**src/vaau_pkg.sv**
```systemverilog
// Shared types, constants and the arctangent table of the vector axis angle unit.
package vaau_pkg;

   localparam int CORDIC_STAGES = 24;
   localparam int SQRT_STEPS    = 17;
   localparam int NORM_STEPS    = 5;

   localparam int XY_W     = 46;
   localparam int Z_W      = 34;
   localparam int M_W      = 41;
   localparam int ROOT_W   = 34;
   localparam int COMP_W   = 18;
   localparam int ROOT_OUT = 17;
   localparam int PRE_SHIFT = M_W - 32;

   localparam logic signed [Z_W-1:0]    HALF_PI_Q30 = 34'sd1686629713;
   localparam logic [30:0]              DEG_K       = 31'd961263670;
   localparam logic signed [COMP_W-1:0] ONE_Q16     = 18'sd65536;
   localparam logic [ROOT_W-1:0]        UNIT_SQ     = 34'd4294967296;

   typedef enum logic [3:0] {
      MODE_X    = 4'd0,
      MODE_X_XY = 4'd1,
      MODE_X_XZ = 4'd2,
      MODE_Y    = 4'd3,
      MODE_Y_XY = 4'd4,
      MODE_Y_YZ = 4'd5,
      MODE_Z    = 4'd6,
      MODE_Z_XZ = 4'd7,
      MODE_Z_YZ = 4'd8
   } mode_type;

   typedef logic signed [XY_W-1:0] xy_type;
   typedef logic signed [Z_W-1:0]  z_type;
   typedef logic [M_W-1:0]         mag_type;
   typedef logic [ROOT_W-1:0]      root_type;

   typedef struct packed {
      logic                     valid;
      logic                     is_axis;
      logic                     degrees;
      logic                     negate;
      logic                     zero_out;
      logic                     zero_proj;
      logic                     clamped;
      logic signed [COMP_W-1:0] comp;
      logic signed [31:0]       plane_a;
      logic [31:0]              plane_b;
   } tag_type;

   typedef struct packed {
      logic valid;
      logic degrees;
      logic negate;
      logic zero_out;
      logic zero_proj;
      logic clamped;
   } ctl_type;

   typedef struct packed {
      logic signed [31:0] angle;
      logic               zero_projection;
      logic               domain_clamped;
   } rsp_type;

   function automatic z_type atan_q30(input int idx);
      z_type t;
      case (idx)
         0:  t = 34'sd843314856;
         1:  t = 34'sd497837829;
         2:  t = 34'sd263043836;
         3:  t = 34'sd133525158;
         4:  t = 34'sd67021686;
         5:  t = 34'sd33543515;
         6:  t = 34'sd16775850;
         7:  t = 34'sd8388437;
         8:  t = 34'sd4194282;
         9:  t = 34'sd2097149;
         10: t = 34'sd1048575;
         11: t = 34'sd524287;
         12: t = 34'sd262143;
         13: t = 34'sd131071;
         14: t = 34'sd65535;
         15: t = 34'sd32767;
         16: t = 34'sd16383;
         17: t = 34'sd8191;
         18: t = 34'sd4095;
         19: t = 34'sd2047;
         20: t = 34'sd1023;
         21: t = 34'sd511;
         22: t = 34'sd255;
         23: t = 34'sd127;
         24: t = 34'sd63;
         25: t = 34'sd31;
         26: t = 34'sd15;
         27: t = 34'sd7;
         28: t = 34'sd3;
         29: t = 34'sd1;
         default: t = '0;
      endcase
      return t;
   endfunction

endpackage

```
**src/vaau_cordic_cell.sv**
```systemverilog
// One CORDIC vectoring iteration with its pipeline register.
module vaau_cordic_cell (
   input  logic              clock,
   input  logic              reset,
   input  logic              advance,
   input  logic [4:0]        shift,
   input  vaau_pkg::z_type   atan_val,
   input  vaau_pkg::ctl_type up_ctl,
   input  vaau_pkg::xy_type  up_x,
   input  vaau_pkg::xy_type  up_y,
   input  vaau_pkg::z_type   up_z,
   output vaau_pkg::ctl_type dn_ctl,
   output vaau_pkg::xy_type  dn_x,
   output vaau_pkg::xy_type  dn_y,
   output vaau_pkg::z_type   dn_z
);
   import vaau_pkg::*;

   ctl_type ctl_ff, ctl_in;
   xy_type  x_ff, x_in;
   xy_type  y_ff, y_in;
   z_type   z_ff, z_in;
   xy_type  dx;
   xy_type  dy;

   assign dx = up_y >>> shift;
   assign dy = up_x >>> shift;

   always_comb begin
      ctl_in = up_ctl;
      if (!up_y[XY_W-1]) begin
         x_in = up_x + dx;
         y_in = up_y - dy;
         z_in = up_z + atan_val;
      end else begin
         x_in = up_x - dx;
         y_in = up_y + dy;
         z_in = up_z - atan_val;
      end
   end

   always_ff @(posedge clock) begin
      if (reset) begin
         ctl_ff.valid <= 1'b0;
      end else if (advance) begin
         ctl_ff <= ctl_in;
         x_ff   <= x_in;
         y_ff   <= y_in;
         z_ff   <= z_in;
      end
   end

   assign dn_ctl = ctl_ff;
   assign dn_x   = x_ff;
   assign dn_y   = y_ff;
   assign dn_z   = z_ff;

endmodule

```
**config.mk**
```make
export PLATFORM = sky130hd
export DESIGN_NAME = vaau_cordic_cell
export DESIGN_NICKNAME = d
export VERILOG_FILES = /design/src/vaau_pkg.sv /design/src/vaau_cordic_cell.sv
export SDC_FILE = /design/constraint.sdc
export NUM_CORES = 1
export LEC_CHECK = 0
export BUFFER_PORTS_ARGS = -buffer_cell sky130_fd_sc_hd__buf_2
export CORE_MARGIN = 2
export CORE_UTILIZATION = 50
export DETAILED_ROUTE_END_ITERATION = 7
export PLACE_DENSITY = 0.81
export SLEW_MARGIN = 20
export SYNTH_ARGS = -nofsm -noshare
export SYNTH_HDL_FRONTEND = slang
export SYNTH_SLANG_ARGS = --single-unit
```
**constraint.sdc**
```tcl
create_clock -name clock -period 9.7 [get_ports clock]
set_input_delay 0.97 -clock clock [delete_from_list [all_inputs] [get_ports clock]]
set_output_delay 0.97 -clock clock [all_outputs]
set_load 0.005 [all_outputs]
```
==> qor.yml <==
worst_setup_path:
  r2r_setup_slack_ns: 9.12
  crit_path_cell_trace: "buf_6 > buf_4 > mux4_2 > mux2i_1 > o22ai_1 > a221oi_1 > ha_1 > o211a_1 > nand2_1 > nor2_1 > a21oi_1 > xnor2_1 > ha_1 > a21o_1 > nor2_1 > o211a_1 > nand4_1 > a41o_1 > a41oi_1 > o221a_2 > o211ai_1 > a211oi_1 > xnor2_1"
  cp-end-kind: "register"
  crit_fanout: 71
  slowest_stage: "buf_4"
  cp.required_ns: 9.92
  slowest_delay_ns: 0.73
  arrival_ns: 8.17
  worstSetupStartpointType: "input port"
  criticalPathCategory: "input port to register"
synthesis:
  synth_fp_nets: 2622
  synth_cell_types: 107
  synth_area_leaders: "edfxtp_1, mux4_2, ha_1"
  synthAdderAreaFrac_pct: 8.45
  synth_edf_count: 131
  syn_area_um2: 21300
  synth_area_per_cell_um2: 9.23
  synth.most_common_cell: "nor2_1"
  synthArstFlopShare_pct: 0
  synth-xor-area-share_pct: 8.72
  synth_top_family_by_area: "multiplexers"
  synth-compound-area-share_pct: 20.4
  syn_inst: 2306
  synth_top_area_cell: "edfxtp_1"
  synthSimpleGateAreaFrac_pct: 15.4
  synthFlopType: "edfxtp_1"
  ys_seq_area_share_pct: 18.6
  ys_warn_count: 0
  synthTopCellsByCount: "nor2_1, a21oi_1, nand2_1"
  synthMuxAreaShare_pct: 23.6
  ys_ff_latch: 132
  synth_top_area_share_pct: 18.5
place:
  dpl.hpwl_um: 60200
  portBuffers: 305
  gp_congestion: 1.03
  place_area_um2: 22900
  pre_cts_slack_ns: 1.42
timing:
  layout_min_cycle_time_ns: 7.95
  tightest_slew_ns: 1.03
  setup_ws_ns: 1.75
  finalHoldViolations: 0
  min_period_over_period_pct: 82.0
  clock_skew_ns: 0
  drv_slew: 0
  setup_viol: 0
  rsz0062_at_grt: "no"
  relSlewSlack_pct: 31.0
  fin_tns_setup_ns: 0
  fmax_ghz: 0.126
drt:
  ant_nets: 0
  drc: 0
  drt_pass1_iterations: 6
  routed_wl_um: 77900
  drt_iter0_markers: 2573
  wire_per_inst_um: 25.3
  viasPerCell: 6.77
  vias: 20843
clock_tree:
  clockBufferDepth: 2
  cts.sinks: 132
  htreeDepth: 4
  hold_buffers: 0
  cts_tree: "built"
  cts-root-buf: "clkbuf_16"
  clock_latency_ns: 0.47
  numCtsBuffers: 17
  cts_resized: 0
  cts_setup_buffers: 0
  path_clk_slew_ns: 0.06
die:
  core_um2: 41900
  placementRows: 75
  ioPinCount: 306
  die-width_um: 210
  die-area_um2: 44200
  start_util_pct: 50.8
  die_h_um: 210
pwr:
  total_power_w: 0.00327
  power.share.sequential_pct: 24.7
  max-vdd-ir-drop_uv: 131
  switchingPower_w: 0.00137
  clockPowerShare_pct: 19.3
  p_leak_nw: 9.91
  p_int_w: 0.00189
  p_sw_share_pct: 42.1
  power_frac_comb_pct: 55.9
  power_density_nw_per_um2: 139
run_status:
  status: "finished clean"
finish:
  final_area_um2: 23500
  fin_nets: 2840
  final_layout_size_suffix_gt1_share_pct: 23.7
  area_delta_synth_final_pct: 10.3
global_route:
  gr-total-overflow: 0
  grt_max_degree: 72
  grt_util_all_layers_pct: 34.6
  grt_pass1_wl_um: 117000
  grt_pass1_vias: 20213
  grt_antenna_before_repair: 2
flow_run:
  maxCapViolCount: 0
hold_path:
  holdCritPathClass: "register to register"
[kinds of logic (layout without fill, tap and decap cells)]
family,count (synthesis),in the layout
xor+xnor,212,212
fa+ha+maj,142,142
other cells,0,2
simple gates,656,656
compound gates,656,656
flops,132,132
buf+inv,193,424
mux,315,315
[layout make-up]
| type | count | area, µm² |
|---|---|---|
| timing repair buffer | 328 | 1730 |
| multi-input combinational | 1981 | 16300 |
| fill | 3686 | 18500 |
| antenna | 2 | 5.00 |
| tap | 539 | 674 |
| clock inverter | 15 | 130 |
| sequential | 132 | 3950 |
| clock buffer | 17 | 425 |
| inverter | 64 | 240 |
[final timing paths]
| kind | endpoint | startpoint | cells after the start |
|---|---|---|---|
| max | dn_x[45] | shift[1] | 23 |
| min reg2reg | dn_ctl[5] | dn_ctl[5] | 2 |
| min | dn_ctl[5] | dn_ctl[5] | 2 |
| max reg2reg | dn_ctl[5] | dn_ctl[5] | 2 |
[metrics by stage]
step / utilization [%] / hold slack, ns / cells
global placement: 54.6 / 0.468 / 3044
detailed placement: 54.6 / 0.503 / 3044
global route: 56.0 / 0.590 / 3078
finish: 56.0 / 0.509 / 3078
floorplan: - / 0.485 / 2306
CTS: 56.0 / 0.519 / 3076
[state kept, by name, indices dropped and copies added, names as in the netlist]
signal,flops
dn_ctl,6
dn_z,34
dn_y,46
dn_x,46
[worst max-delay path, delay by kind of cell]
family	cells	cell delay, ns
buf+inv	2	1.28
xor+xnor	2	0.31
fa+ha+maj	2	0.69
compound gates	11	3.04
simple gates	4	0.95
mux	2	0.86
[cells in the final DEF, fill, tap and decap left out, types with 98 or more instances in the layout]
cell and n:
o21ai_0 98, nor2_1 208, ha_1 139, mux2i_1 120, buf_2 300, mux4_2 135, nand2_1 163, edfxtp_1 131
xnor2_1 143, a21oi_1 188
[routing by layer]
layer	track usage, %	routed length [µm]	vias to the layer above	part of all wire, %
li1	-	-	9295	-
met1	44.2	30600	9894	39
met2	55.6	35300	1407	45
met3	8.06	8210	247	11
met4	15.9	3740	0	4.8
met5	0	0	-	0
[power groups by stage]
| stage | Clock (W) | Combinational [W] | Sequential (W) |
|---|---|---|---|
| finish | 0.000632 | 0.00183 | 0.000808 |
| global placement | 0 | 0.00174 | 0.000819 |
| CTS | 0.000652 | 0.00179 | 0.000809 |
| detailed placement | 0 | 0.00177 | 0.000820 |
| global route | 0.000670 | 0.00196 | 0.000815 |
| floorplan | 0 | 0.00124 | 0.000837 |
(Power assumes the default switching activity.)
