## config.mk

```make
export PLATFORM = sky130hd
export DESIGN_NAME = vaau_sqrt_cell
export DESIGN_NICKNAME = d
export VERILOG_FILES = /design/src/vaau_pkg.sv /design/src/vaau_sqrt_cell.sv
export SDC_FILE = /design/constraint.sdc
export NUM_CORES = 1
export LEC_CHECK = 0
export ABC_CLOCK_PERIOD_IN_PS = 20600
export BUFFER_PORTS_ARGS = -buffer_cell sky130_fd_sc_hd__clkbuf_2
export CAP_MARGIN = 15
export CORE_MARGIN = 10
export CORE_UTILIZATION = 56
export DETAILED_ROUTE_END_ITERATION = 8
export PLACE_DENSITY_LB_ADDON = 0.2
export SLEW_MARGIN = 5
export SYNTH_ARGS = -nofsm -noshare
export SYNTH_HDL_FRONTEND = slang
export SYNTH_SLANG_ARGS = --single-unit
```

## constraint.sdc

```tcl
create_clock -name clock -period 20.6 [get_ports clock]
set_clock_uncertainty 0.2 [all_clocks]
set_input_delay 1.03 -clock clock [delete_from_list [all_inputs] [get_ports clock]]
set_output_delay 1.03 -clock clock [all_outputs]
set_load 0.02 [all_outputs]
```

## src/vaau_pkg.sv

```systemverilog
// Shared types, constants and the arctangent table of the vector axis angle unit.
package vaau_pkg;

   localparam int CORDIC_STAGES = 24;
   localparam int SQRT_STEPS    = 17;
   localparam int NORM_STEPS    = 5;

   localparam int XY_W     = 46;
   localparam int Z_W      = 34;
   localparam int M_W      = 41;
   localparam int ROOT_W   = 34;
   localparam int COMP_W   = 18;
   localparam int ROOT_OUT = 17;
   localparam int PRE_SHIFT = M_W - 32;

   localparam logic signed [Z_W-1:0]    HALF_PI_Q30 = 34'sd1686629713;
   localparam logic [30:0]              DEG_K       = 31'd961263670;
   localparam logic signed [COMP_W-1:0] ONE_Q16     = 18'sd65536;
   localparam logic [ROOT_W-1:0]        UNIT_SQ     = 34'd4294967296;

   typedef enum logic [3:0] {
      MODE_X    = 4'd0,
      MODE_X_XY = 4'd1,
      MODE_X_XZ = 4'd2,
      MODE_Y    = 4'd3,
      MODE_Y_XY = 4'd4,
      MODE_Y_YZ = 4'd5,
      MODE_Z    = 4'd6,
      MODE_Z_XZ = 4'd7,
      MODE_Z_YZ = 4'd8
   } mode_type;

   typedef logic signed [XY_W-1:0] xy_type;
   typedef logic signed [Z_W-1:0]  z_type;
   typedef logic [M_W-1:0]         mag_type;
   typedef logic [ROOT_W-1:0]      root_type;

   typedef struct packed {
      logic                     valid;
      logic                     is_axis;
      logic                     degrees;
      logic                     negate;
      logic                     zero_out;
      logic                     zero_proj;
      logic                     clamped;
      logic signed [COMP_W-1:0] comp;
      logic signed [31:0]       plane_a;
      logic [31:0]              plane_b;
   } tag_type;

   typedef struct packed {
      logic valid;
      logic degrees;
      logic negate;
      logic zero_out;
      logic zero_proj;
      logic clamped;
   } ctl_type;

   typedef struct packed {
      logic signed [31:0] angle;
      logic               zero_projection;
      logic               domain_clamped;
   } rsp_type;

   function automatic z_type atan_q30(input int idx);
      z_type t;
      case (idx)
         0:  t = 34'sd843314856;
         1:  t = 34'sd497837829;
         2:  t = 34'sd263043836;
         3:  t = 34'sd133525158;
         4:  t = 34'sd67021686;
         5:  t = 34'sd33543515;
         6:  t = 34'sd16775850;
         7:  t = 34'sd8388437;
         8:  t = 34'sd4194282;
         9:  t = 34'sd2097149;
         10: t = 34'sd1048575;
         11: t = 34'sd524287;
         12: t = 34'sd262143;
         13: t = 34'sd131071;
         14: t = 34'sd65535;
         15: t = 34'sd32767;
         16: t = 34'sd16383;
         17: t = 34'sd8191;
         18: t = 34'sd4095;
         19: t = 34'sd2047;
         20: t = 34'sd1023;
         21: t = 34'sd511;
         22: t = 34'sd255;
         23: t = 34'sd127;
         24: t = 34'sd63;
         25: t = 34'sd31;
         26: t = 34'sd15;
         27: t = 34'sd7;
         28: t = 34'sd3;
         29: t = 34'sd1;
         default: t = '0;
      endcase
      return t;
   endfunction

endpackage

```

## src/vaau_sqrt_cell.sv

```systemverilog
// One root bit of the digit-by-digit square root chain.
module vaau_sqrt_cell (
   input  logic                     clock,
   input  logic                     reset,
   input  logic                     advance,
   input  vaau_pkg::root_type       bit_val,
   input  vaau_pkg::tag_type        up_tag,
   input  vaau_pkg::root_type       up_rem,
   input  vaau_pkg::root_type       up_root,
   output vaau_pkg::tag_type        dn_tag,
   output vaau_pkg::root_type       dn_rem,
   output vaau_pkg::root_type       dn_root
);
   import vaau_pkg::*;

   tag_type  tag_ff,  tag_in;
   root_type rem_ff,  rem_in;
   root_type root_ff, root_in;
   root_type trial;

   assign trial = up_root + bit_val;

   always_comb begin
      tag_in  = up_tag;
      rem_in  = up_rem;
      root_in = up_root >> 1;
      if (up_rem >= trial) begin
         rem_in  = up_rem - trial;
         root_in = (up_root >> 1) + bit_val;
      end
   end

   always_ff @(posedge clock) begin
      if (reset) begin
         tag_ff.valid <= 1'b0;
      end else if (advance) begin
         tag_ff  <= tag_in;
         rem_ff  <= rem_in;
         root_ff <= root_in;
      end
   end

   assign dn_tag  = tag_ff;
   assign dn_rem  = rem_ff;
   assign dn_root = root_ff;

endmodule

```

==> metrics <==
area share of the largest cell type after synthesis=0.429; clock buffer depth=2; Yosys warnings=0; Routed WL per cell=about 20 um; Rows=50; most used cell, CP=ha_1; cts bufs inserted=17; Max Cap Viol=0; CP peak stage delay=~570 ps; number of global-route vias before repair=between 9000 and 10000; area delta synth->final=23.4%; CP arrival=6110 ps; Bufs and invs on worst path=3; via count=about 9900; crit start category=input port; Synth area leader=edfxtp_1; layout cells sized above 1=0.286; crit path launch=bit_val[0]; min-delay src=dn_tag[88]; Fin Setup TNS=0 ps; CTS Hold Bufs=0; Hold Path Sink=dn_tag[88]; largest net degree at the start of global routing=slightly above 80; Top Metal Used=met4; final-report hold violation count=0; Post-route DRC=0; internal reg-to-reg setup slack=roughly 20000 ps; max-slew violation total from the final report=0; number of flops mapped to enable cells by yosys=around 160; clock-pin slew on the worst setup and hold paths=70 ps; Critical Path RT=slightly above 20000 ps; IO Port Bufs=350; Initial Util=0.576; maximum fanout along the worst path=70; Slowest cell on crit path=buf_4; RR Endpoint=dn_tag[88]; total gr overflow=0; Global Route Usage Sum=0.262; width of the die=approximately 160 um; Synth Cell Area=between 10000 and 15000 um2; vias per std cell=~5.8; WL final=approximately 35000 um; HP Class=flip-flop to flip-flop; Least-Margin Pin Slew=1020 ps; TritonCTS clock tree=yes; Hold Slack=approximately 300 ps; die height=around 160 um; crit-path cells=clkbuf_2, ha_1, inv_1, fa_1, nor2b_1, o2111ai_1, a41oi_1, nor3_1, a211o_1, a21boi_0, nor4_1, a311oi_1, ha_1, and3_1, and4_4, nand3_1, o311ai_2, a2111oi_4, or2_2, buf_4, o21ai_0; First DRT Iteration DRCs=approximately 850; first-pass GRT wire length=between 50000 and 60000 um; period utilization=0.300; Leak=5.96 nW; final net count=approximately 1700; CTS root buffer=clkbuf_16; PwrDens=88.9 nW/um2; fraction of registers with async set/reset=0; latest clock arrival within the worst-skew pair=420 ps; Worst R2R Path Depth=2; Met1 Routed Length=between 10000 and 15000 um; DRT Pass-1 Iters=5; Setup Fix Bufs, Post-CTS=0; final antenna-violating net count=0; sequential area share after synthesis=0.431; Tmin final=around 6000 ps; register bit total from synthesis=around 160; H-Tree Depth=4; outcome=finished clean; largest cells by area after synthesis=edfxtp_1 43%, ha_1 11%, a21oi_1 5.9%; Ports=roughly 350; RR Startpoint=dn_tag[88]; Max Fclk=162 MHz; peak supply drop=~0.065 mV; Die ar.=approximately 25000 um2; final estimated routing congestion in global placement=approximately 0.91; Post-Syn Instances=about 1100; CORE AREA=around 19000 um2; Slew HR=0.318; Top delay family on crit path=compound AO/OA/AOI/OAI gates; final setup vio count=0; Crit Path Category=input port to flip-flop; CP endpoint kind=flip-flop; hold depth=2; clock sinks=about 160; post-CTS sizing=0; Most used DFF post-synth=edfxtp_1; metal2 WL=17100 um; net count after synthesis=1384; synth unique cells=75; met3 wire length=~2400 um; initial antenna violation count=3; RSZ-0062 raised after global routing=false; DP Wirelength=between 20000 and 30000 um; syn_area_per_cell=approximately 10 um2
## worst reg2reg max path, cell delays in order (launching register included)
cell and delay, ps:
dfxtp_1 310, mux2i_1 120, nor2_1 50
## power breakdown
group | leakage (nW) | switching, mW | internal, mW
Clock | 0.266 | 0.143 | 0.170
Sequential | 1.47 | 0.00928 | 0.401
Combinational | 4.22 | 0.299 | 0.174
Total | 5.96 | 0.452 | 0.745
## per-layer routing
| metal | vias to the layer above | GRT usage |
|---|---|---|
| li1 | 4833 | - |
| met1 | 4591 | 0.331 |
| met2 | 390 | 0.446 |
| met3 | 36 | 0.0547 |
| met4 | 0 | 0.0640 |
| met5 | - | 0 |
## through the flow
| stage | cells | area (um2) | worst slack, ps | power, mW | utilization |
|---|---|---|---|---|---|
| 2_1_floorplan | 1087 | 10900 | 11760 | 0.762 | - |
| 3_3_place_gp | 1675 | 12900 | 14190 | 0.877 | 0.680 |
| 3_5_place_dp | 1675 | 12900 | 14000 | 0.883 | 0.680 |
| 4_1_cts | 1706 | 13500 | 14410 | 1.20 | 0.710 |
| 5_1_grt | 1709 | 13500 | 13960 | 1.27 | 0.710 |
| 6_report | 1709 | 13500 | 14430 | 1.20 | 0.710 |
## cell usage after synthesis, drive strengths merged (3+ instances only)
master and count:
nand4 13, o21ai 85, nand3 30, xnor2 40, and3 11, xor2 40, a21o 47, nor2 86
ha 100, a211oi 14, nand3b 3, o221ai 3, o2111ai 3, clkbuf 10, mux2i 4, o22ai 3
o21a 5, a311oi 4, nand2 97, buf 16, a41oi 5, or3 8, nor2b 8, and4 5
o211ai 15, and2 7, a2111oi 3, nor4 4, fa 3, o21bai 13, a21boi 3, a21oi 129
nor3b 3, o31ai 7, a31oi 9, or2 6, edfxtp 156, inv 31, nand2b 10, a211o 9
nor3 22
## how the worst max path moves through the flow
stage / endpoint / slack, ps / cells past startpoint
global placement: dn_root[32] / 14190 / 22
finish: dn_rem[2] / 14430 / 21
detailed placement: dn_rem[2] / 14000 / 21
global route: dn_rem[2] / 13960 / 21
floorplan: dn_rem[0] / 11760 / 1
CTS: dn_rem[2] / 14410 / 21
## kinds of logic (layout without fill, tap and decap cells)
| family | Yosys count | count (layout) | share of synthesized area |
|---|---|---|---|
| flops | 157 | 157 | 0.431 |
| mux | 4 | 4 | 0.00367 |
| compound gates | 370 | 370 | 0.219 |
| other cells | 0 | 3 | 0 |
| simple gates | 316 | 316 | 0.137 |
| fa+ha+maj | 103 | 103 | 0.120 |
| buf+inv | 57 | 416 | 0.0243 |
| xor+xnor | 80 | 80 | 0.0642 |
## registers in the layout, indices dropped and copies added (netlist names)
signal / cells
dn_rem: 34
dn_root: 34
dn_tag: 89
## area by class of cell
| class | instances | area [um2] |
|---|---|---|
| multi-input combinational | 873 | 5960 |
| fill | 1513 | 5490 |
| sequential | 157 | 4700 |
| timing repair buffer | 354 | 1780 |
| clock buffer | 17 | 425 |
| tap | 260 | 325 |
| clock inverter | 14 | 150 |
| inverter | 31 | 116 |
| antenna | 3 | 7.51 |
## cells in the final DEF (no fill, tap or decap), drive strengths merged, types with 4 or more instances in the layout
master,n
xor2,40
buf,4
ha,100
nor4,4
mux2i,4
a211oi,14
nand2,97
nand4,13
nand3,30
o21a,5
inv,38
a21o,47
clkinvlp,5
edfxtp,156
o21bai,13
o211ai,15
a311oi,4
a21oi,129
and3,11
and2,7
xnor2,40
or3,8
o21ai,85
nand2b,10
clkbuf,367
nor2,86
a41oi,5
o31ai,7
nor3,22
or2,6
nor2b,8
and4,5
a211o,9
a31oi,9
Power figures use the tool's default switching activity.
