--- src/vaau_pkg.sv ---
// Shared types, constants and the arctangent table of the vector axis angle unit.
package vaau_pkg;

   localparam int CORDIC_STAGES = 24;
   localparam int SQRT_STEPS    = 17;
   localparam int NORM_STEPS    = 5;

   localparam int XY_W     = 46;
   localparam int Z_W      = 34;
   localparam int M_W      = 41;
   localparam int ROOT_W   = 34;
   localparam int COMP_W   = 18;
   localparam int ROOT_OUT = 17;
   localparam int PRE_SHIFT = M_W - 32;

   localparam logic signed [Z_W-1:0]    HALF_PI_Q30 = 34'sd1686629713;
   localparam logic [30:0]              DEG_K       = 31'd961263670;
   localparam logic signed [COMP_W-1:0] ONE_Q16     = 18'sd65536;
   localparam logic [ROOT_W-1:0]        UNIT_SQ     = 34'd4294967296;

   typedef enum logic [3:0] {
      MODE_X    = 4'd0,
      MODE_X_XY = 4'd1,
      MODE_X_XZ = 4'd2,
      MODE_Y    = 4'd3,
      MODE_Y_XY = 4'd4,
      MODE_Y_YZ = 4'd5,
      MODE_Z    = 4'd6,
      MODE_Z_XZ = 4'd7,
      MODE_Z_YZ = 4'd8
   } mode_type;

   typedef logic signed [XY_W-1:0] xy_type;
   typedef logic signed [Z_W-1:0]  z_type;
   typedef logic [M_W-1:0]         mag_type;
   typedef logic [ROOT_W-1:0]      root_type;

   typedef struct packed {
      logic                     valid;
      logic                     is_axis;
      logic                     degrees;
      logic                     negate;
      logic                     zero_out;
      logic                     zero_proj;
      logic                     clamped;
      logic signed [COMP_W-1:0] comp;
      logic signed [31:0]       plane_a;
      logic [31:0]              plane_b;
   } tag_type;

   typedef struct packed {
      logic valid;
      logic degrees;
      logic negate;
      logic zero_out;
      logic zero_proj;
      logic clamped;
   } ctl_type;

   typedef struct packed {
      logic signed [31:0] angle;
      logic               zero_projection;
      logic               domain_clamped;
   } rsp_type;

   function automatic z_type atan_q30(input int idx);
      z_type t;
      case (idx)
         0:  t = 34'sd843314856;
         1:  t = 34'sd497837829;
         2:  t = 34'sd263043836;
         3:  t = 34'sd133525158;
         4:  t = 34'sd67021686;
         5:  t = 34'sd33543515;
         6:  t = 34'sd16775850;
         7:  t = 34'sd8388437;
         8:  t = 34'sd4194282;
         9:  t = 34'sd2097149;
         10: t = 34'sd1048575;
         11: t = 34'sd524287;
         12: t = 34'sd262143;
         13: t = 34'sd131071;
         14: t = 34'sd65535;
         15: t = 34'sd32767;
         16: t = 34'sd16383;
         17: t = 34'sd8191;
         18: t = 34'sd4095;
         19: t = 34'sd2047;
         20: t = 34'sd1023;
         21: t = 34'sd511;
         22: t = 34'sd255;
         23: t = 34'sd127;
         24: t = 34'sd63;
         25: t = 34'sd31;
         26: t = 34'sd15;
         27: t = 34'sd7;
         28: t = 34'sd3;
         29: t = 34'sd1;
         default: t = '0;
      endcase
      return t;
   endfunction

endpackage

--- src/vaau_norm_cell.sv ---
// One conditional left-shift step of the operand normalization chain.
module vaau_norm_cell (
   input  logic              clock,
   input  logic              reset,
   input  logic              advance,
   input  logic [4:0]        step,
   input  vaau_pkg::ctl_type up_ctl,
   input  vaau_pkg::xy_type  up_x,
   input  vaau_pkg::xy_type  up_y,
   input  vaau_pkg::z_type   up_z,
   input  vaau_pkg::mag_type up_m,
   output vaau_pkg::ctl_type dn_ctl,
   output vaau_pkg::xy_type  dn_x,
   output vaau_pkg::xy_type  dn_y,
   output vaau_pkg::z_type   dn_z,
   output vaau_pkg::mag_type dn_m
);
   import vaau_pkg::*;

   ctl_type    ctl_ff, ctl_in;
   xy_type     x_ff, x_in;
   xy_type     y_ff, y_in;
   z_type      z_ff, z_in;
   mag_type    m_ff, m_in;
   logic [5:0] keep;
   mag_type    top_bits;

   assign keep     = 6'(M_W) - {1'b0, step};
   assign top_bits = up_m >> keep;

   always_comb begin
      ctl_in = up_ctl;
      z_in   = up_z;
      x_in   = up_x;
      y_in   = up_y;
      m_in   = up_m;
      if (top_bits == '0) begin
         x_in = up_x <<< step;
         y_in = up_y <<< step;
         m_in = up_m << step;
      end
   end

   always_ff @(posedge clock) begin
      if (reset) begin
         ctl_ff.valid <= 1'b0;
      end else if (advance) begin
         ctl_ff <= ctl_in;
         x_ff   <= x_in;
         y_ff   <= y_in;
         z_ff   <= z_in;
         m_ff   <= m_in;
      end
   end

   assign dn_ctl = ctl_ff;
   assign dn_x   = x_ff;
   assign dn_y   = y_ff;
   assign dn_z   = z_ff;
   assign dn_m   = m_ff;

endmodule

--- config.mk ---
export PLATFORM = sky130hd
export DESIGN_NAME = vaau_norm_cell
export DESIGN_NICKNAME = d
export VERILOG_FILES = /design/src/vaau_pkg.sv /design/src/vaau_norm_cell.sv
export SDC_FILE = /design/constraint.sdc
export NUM_CORES = 1
export LEC_CHECK = 0
export BUFFER_PORTS_ARGS = -buffer_cell sky130_fd_sc_hd__buf_2
export CORE_MARGIN = 8
export CORE_UTILIZATION = 55
export DETAILED_ROUTE_END_ITERATION = 6
export PLACE_DENSITY = 0.92
export SYNTH_ARGS = -nofsm -noshare
export SYNTH_HDL_FRONTEND = slang
export SYNTH_SLANG_ARGS = --single-unit
--- constraint.sdc ---
create_clock -name clock -period 14.75 [get_ports clock]
set_input_delay 4.425 -clock clock [delete_from_list [all_inputs] [get_ports clock]]
set_output_delay 4.425 -clock clock [all_outputs]
set_load 0.01 [all_outputs]
==> impl_metrics.yaml, run 1 <==
cts:
  cts_buffer_depth: 2
  cts_sinks: 173
  hold_buffers: 0
  path_clk_slew_ns: 0.07
  cts-buffers-inserted: 17
  htreeDepth: 4
  cts_root_buffer: "clkbuf_16"
  insertion_delay_ns: 0.44
  cts_setup_buffers: 0
  cts_tree: "built"
  ctsResizeCount: 0
critical_path:
  cp.required_ns: 14.95
  critical_path_class: "in -> reg"
  reg2regPathDepth: 2
  r2r_setup_slack_ns: 14.15
  r2r_end: "dn_ctl[5]$_SDFFE_PP0P_"
  arrival_ns: 10.83
  crit_path_start: "step[2]"
  startpoint_type: "input port"
  r2r-start: "dn_ctl[5]$_SDFFE_PP0P_"
  crit_path_end: "dn_m[33]$_DFFE_PP_"
  worstPathMaxFanout: 109
  end_kind: "flip-flop"
flow_run:
  drv_cap: 0
routing:
  drt_iter0_drc: 2582
  first_pass_iters: 6
  wl_per_cell_um: 24.90
  top_layer: "met5"
  wirelength_um: 54800
  wl_met1_um: 20900
  route.met3.wl_um: 7743
  antenna_left: 0
  vias_per_cell: 6.654
  drc: 0
  vias: 14645
  routed-wl-met2_um: 24180
synthesis:
  synth_top_area_share_pct: 35.38
  syn_nets: 1798
  synth_seq_area_share_pct: 35.51
  synth_area_leaders: "edfxtp_1, mux4_2, nand2_1"
  yosys_warnings: 0
  synth_edf_count: 172
  synthArstFlopShare_pct: 0
  synthCells: 1616
  yosys.area.top_type: "edfxtp_1"
  ys_ff_latch: 173
  ys.flop_type: "edfxtp_1"
  synth_area_per_cell_um2: 9.035
  synth_cell_types: 72
  netlist_area_um2: 14600
power_and_ir_drop:
  power_leakage_nw: 6.986
  ir_drop_uv: 70.61
  power_density_nw_per_um2: 91.25
  totalPowerFinal_mw: 1.531
layout:
  finalNetCount: 2034
  final_common_cell: "nand2_1"
  layout.cells.non_filler: 2201
  final_area_um2: 16780
  fill_cells: 2195
  layout-drive-gt1-share_pct: 29.01
  area_delta_synth_final_pct: 14.92
  layout.cells.most_common_list: "nand2_1, buf_2, edfxtp_1"
placed_design:
  numPlacedInstances: 2168
  place.gp.congestion: 1.018
  place_area_um2: 16200
  port_buffers: 353
  dpl.hpwl_um: 39920
  preCtsSetupSlack_ns: 3.841
timing:
  fin_crit_ns: 10.63
  fmax_ghz: 0.09406
  rsz0062_at_grt: "no"
  setup_ws_ns: 4.119
  period_share_pct: 72.08
  drv_slew: 0
  maxSlewHeadroom_pct: 22.14
  tns_ns: 0
  hold_violations: 0
  setup_viol: 0
  worst_slew_pin_slew_ns: 1.168
  fin_skew_ns: 0
global_routing:
  first_global_vias: 13370
  antenna_found_initial: 1
  grt_use_total_pct: 32.94
  overflow: 0
  grt_max_degree: 173
  grt_pass1_wl_um: 81080
floorplan:
  dieArea_um2: 32020
  fp.coreArea_um2: 26060
  rows: 59
  start_util_pct: 56.03
  fp.dieW_um: 178.9
  die_h_um: 178.9
  io_pins: 354
outcome:
  status: "completed"
hold_path:
  min_path_type: "reg -> reg"
==> per-stage QoR <==
step,util (%),hold WS [ns]
6_report,64.39,0.5154
3_3_place_gp,62.18,0.4732
5_1_grt,64.38,0.5685
2_1_floorplan,-,0.5279
4_1_cts,64.38,0.5317
3_5_place_dp,62.18,0.5142
==> where the power goes <==
group / total (mW) / switching [mW] / internal, mW
registers: 0.594 / 0.0109 / 0.583
clock network: 0.463 / 0.238 / 0.225
logic: 0.473 / 0.301 / 0.172
total: 1.53 / 0.550 / 0.981
==> worst max-delay path, stage by stage <==
cell and delay [ns]:
buf_2 0.08, buf_4 0.45, clkinv_2 0.79, ha_1 0.99, and4b_1 0.26, a311o_1 0.30
a221o_1 0.38, nor2_2 0.23, o221ai_1 0.22, a2111oi_4 0.46, nand4_4 0.48, buf_4 0.60
buf_4 0.55, mux2_4 0.45
==> state kept, by name (all words and copies together), names as in the netlist <==
register and cells:
dn_y 46, dn_x 46, dn_ctl 6, dn_m 41, dn_z 34
==> metal layers <==
layer / GRT usage (%) / up-vias
met5: 0 / -
met1: 45.93 / 6753
met3: 7.329 / 143
li1: - / 6473
met2: 49.54 / 1274
met4: 12.02 / 2
==> cell families (layout without fill, tap and decap cells) <==
group           count (synthesis)  count (layout)  synth area share, %
fa+ha+maj                       1               1              0.08568
xor+xnor                        1               1              0.06000
mux                           216             216                21.92
flops                         173             173                35.51
buf+inv                       164             413                5.399
simple gates                  614             614                17.47
compound gates                447             447                19.55
other cells                     0               1                    0
==> Yosys cell counts, drive strengths merged (5+ instances only) <==
library cell and count:
a21oi 77, inv 11, nand3 12, a21o 10, o22ai 12, buf 78
nand2b 10, a31oi 29, nand2 373, and2 9, o21ai 158, and3 7
o31a 6, edfxtp 172, a21boi 10, a211oi 24, or2 6, nor2 145
o21a 5, o211ai 20, mux2i 97, o31ai 41, o22a 20, mux4 73
mux2 46, nor2b 17, clkbuf 74, nor3 18
==> how the worst min path moves through the flow <==
stage                           start                     end  slack, ns  depth (start not counted)
2_1_floorplan  dn_ctl[5]$_SDFFE_PP0P_  dn_ctl[5]$_SDFFE_PP0P_       0.53                          2
3_3_place_gp   dn_ctl[5]$_SDFFE_PP0P_  dn_ctl[5]$_SDFFE_PP0P_       0.47                          2
3_5_place_dp   dn_ctl[5]$_SDFFE_PP0P_  dn_ctl[5]$_SDFFE_PP0P_       0.51                          2
4_1_cts        dn_ctl[5]$_SDFFE_PP0P_  dn_ctl[5]$_SDFFE_PP0P_       0.53                          2
5_1_grt        dn_ctl[5]$_SDFFE_PP0P_  dn_ctl[5]$_SDFFE_PP0P_       0.57                          2
6_report       dn_ctl[5]$_SDFFE_PP0P_  dn_ctl[5]$_SDFFE_PP0P_       0.52                          2
==> final cells by class <==
type | count | area [µm²] | area share, %
diodes | 1 | 2.502 | 0.01491
flip-flops and latches | 173 | 5185 | 30.90
inverters | 12 | 48.80 | 0.2908
multi-input cells | 1279 | 8635 | 51.46
clock buffers | 17 | 425.4 | 2.535
repair buffers | 369 | 1917 | 11.42
well taps | 335 | 419.2 | 2.498
clock inverters | 15 | 146.4 | 0.8725
Power figures use the tool's default switching activity.
==> run 2, diff against run 1 <==
clock period = 10 ns   (was 14.75 ns; I/O delays follow)
==> run 2 against run 1 <==
Compared with the run above: combinational power is 49% higher; final area hardly changed; wire length is 2.7% higher; total power is 48% higher; register-to-register slack worse by 4.7 ns; non-clock buffer count is 3 higher; clock power is 46% higher; die area stayed put; sequential share of layout area hardly changed; highest routed layer unchanged; sequential cell count stayed put; largest power group unchanged.
==> impl_metrics.yaml, run 2 (synthesized netlist as in run 1, its figures left out) <==
routing:
  wl_per_cell_um: 25.54
  vias_per_cell: 6.705
  vias: 14771
  first_pass_iters: 7
  drt_iter0_drc: 2543
  antenna_left: 0
  drc: 0
  wirelength_um: 56260
timing:
  tns_ns: 0
  fmax_ghz: 0.1302
  worst_slew_pin_slew_ns: 1.197
  maxSlewHeadroom_pct: 20.20
  setup_viol: 0
  whs_ns: 0.5265
  rsz0062_at_grt: "no"
  fin_crit_ns: 7.682
  hold_violations: 0
  drv_slew: 0
  period_share_pct: 76.82
  fin_skew_ns: 0
placed_design:
  place.gp.congestion: 1.007
  dpl.hpwl_um: 41010
  port_buffers: 353
  place_area_um2: 16210
cts:
  hold_buffers: 0
  path_clk_slew_ns: 0.08
  ctsResizeCount: 0
  insertion_delay_ns: 0.43
  cts_sinks: 173
  cts-buffers-inserted: 17
  cts_setup_buffers: 0
  htreeDepth: 4
  cts_tree: "built"
  cts_buffer_depth: 2
  cts_root_buffer: "clkbuf_16"
power_and_ir_drop:
  power_leakage_nw: 6.992
  totalPowerFinal_mw: 2.259
  ir_drop_uv: 107.1
  power_density_nw_per_um2: 134.7
floorplan:
  rows: 59
  fp.dieW_um: 178.9
  start_util_pct: 56.03
  dieArea_um2: 32020
  die_h_um: 178.9
  io_pins: 354
  fp.coreArea_um2: 26060
global_routing:
  first_global_vias: 13607
  grt_pass1_wl_um: 83060
  overflow: 0
  grt_max_degree: 92
  grt_use_total_pct: 33.76
  antenna_found_initial: 2
critical_path:
  critical_path_class: "in -> reg"
  r2r-start: "dn_ctl[5]$_SDFFE_PP0P_"
  cp.required_ns: 10.20
  crit_buf_inv: 3
  critPathTopFamily: "compound AO/OA/AOI/OAI gates"
  r2r_end: "dn_ctl[5]$_SDFFE_PP0P_"
  reg2regPathDepth: 2
  slowest_stage: "nand4_4"
  crit_chain: "buf_6, inv_4, ha_1, and4b_1, a311o_1, a221o_1, nor2_2, o221ai_1, a2111oi_4, nand4_4, buf_4, mux2_4"
  startpoint_type: "input port"
  end_kind: "flip-flop"
  arrival_ns: 7.88
  max_stage_delay_ns: 0.73
  r2r_setup_slack_ns: 9.41
  worstPathMaxFanout: 76
hold_path:
  worstHoldPathCells: 2
  min_to: "dn_ctl[5]$_SDFFE_PP0P_"
  min_path_type: "reg -> reg"
  min_from: "dn_ctl[5]$_SDFFE_PP0P_"
layout:
  regArea_um2: 5185
  area_delta_synth_final_pct: 14.87
  multi_input_area_um2: 8635
  finalNetCount: 2037
  final_common_cell: "nand2_1"
  fill_cells: 2142
  final_area_um2: 16770
  layout-drive-gt1-share_pct: 29.12
  diodes: 0
  layout.cells.most_common_list: "nand2_1, buf_2, edfxtp_1"
outcome:
  status: "completed"
flow_run:
  drv_cap: 0
run 2: cell count changes in the layout (fill, tap and decap cells not counted), sizes merged:
cell,change
buf,+3
clkbuf,+1
diode,-1
inv,-1
run 2: worst min-delay path: cells and delay by family, from the launching register on:
| kind | cells | cell delay (ns) |
|---|---|---|
| flip-flops | 1 | 0.33 |
| multiplexers | 1 | 0.06 |
| AND/OR/NAND/NOR | 1 | 0.10 |
run 2: area by class of cell:
type,instances,area share [%]
clock inverter,14,0.7610
clock buffer,18,2.559
inverter,12,0.2910
tap,335,2.499
multi-input combinational,1279,51.48
timing repair buffer,372,11.49
sequential,173,30.92
run 2: routing by layer:
layer / vias to the layer above / wire length, µm / track usage [%]
li1: 6480 / - / -
met1: 6833 / 21350 / 45.96
met2: 1279 / 24820 / 50.24
met3: 175 / 7922 / 9.646
met4: 4 / 2156 / 12.99
met5: - / 16 / 0
run 2: how the worst max path moves through the flow:
stage | start | end | cells past startpoint | slack (ns)
2_1_floorplan | advance | dn_ctl[0]$_DFFE_PP_ | 1 | 2.08
3_3_place_gp | step[1] | dn_y[32]$_DFFE_PP_ | 12 | 2.11
3_5_place_dp | step[1] | dn_y[30]$_DFFE_PP_ | 12 | 1.98
4_1_cts | step[1] | dn_y[30]$_DFFE_PP_ | 12 | 2.47
5_1_grt | step[1] | dn_y[30]$_DFFE_PP_ | 12 | 2.12
6_report | step[1] | dn_y[30]$_DFFE_PP_ | 12 | 2.32
run 2: metrics by stage:
step,setup slack (ns),utilization [%],std cells
3_5_place_dp,1.984,62.22,2171
3_3_place_gp,2.108,62.22,2171
6_report,2.318,64.36,2203
4_1_cts,2.469,64.36,2203
5_1_grt,2.122,64.36,2203
2_1_floorplan,2.082,-,1616
run 2: where the power goes:
group,switching [mW],leakage (nW),internal (mW)
combinational,0.452,5.10,0.255
sequential,0.0160,1.62,0.860
clock,0.346,0.270,0.329
total,0.814,6.99,1.44
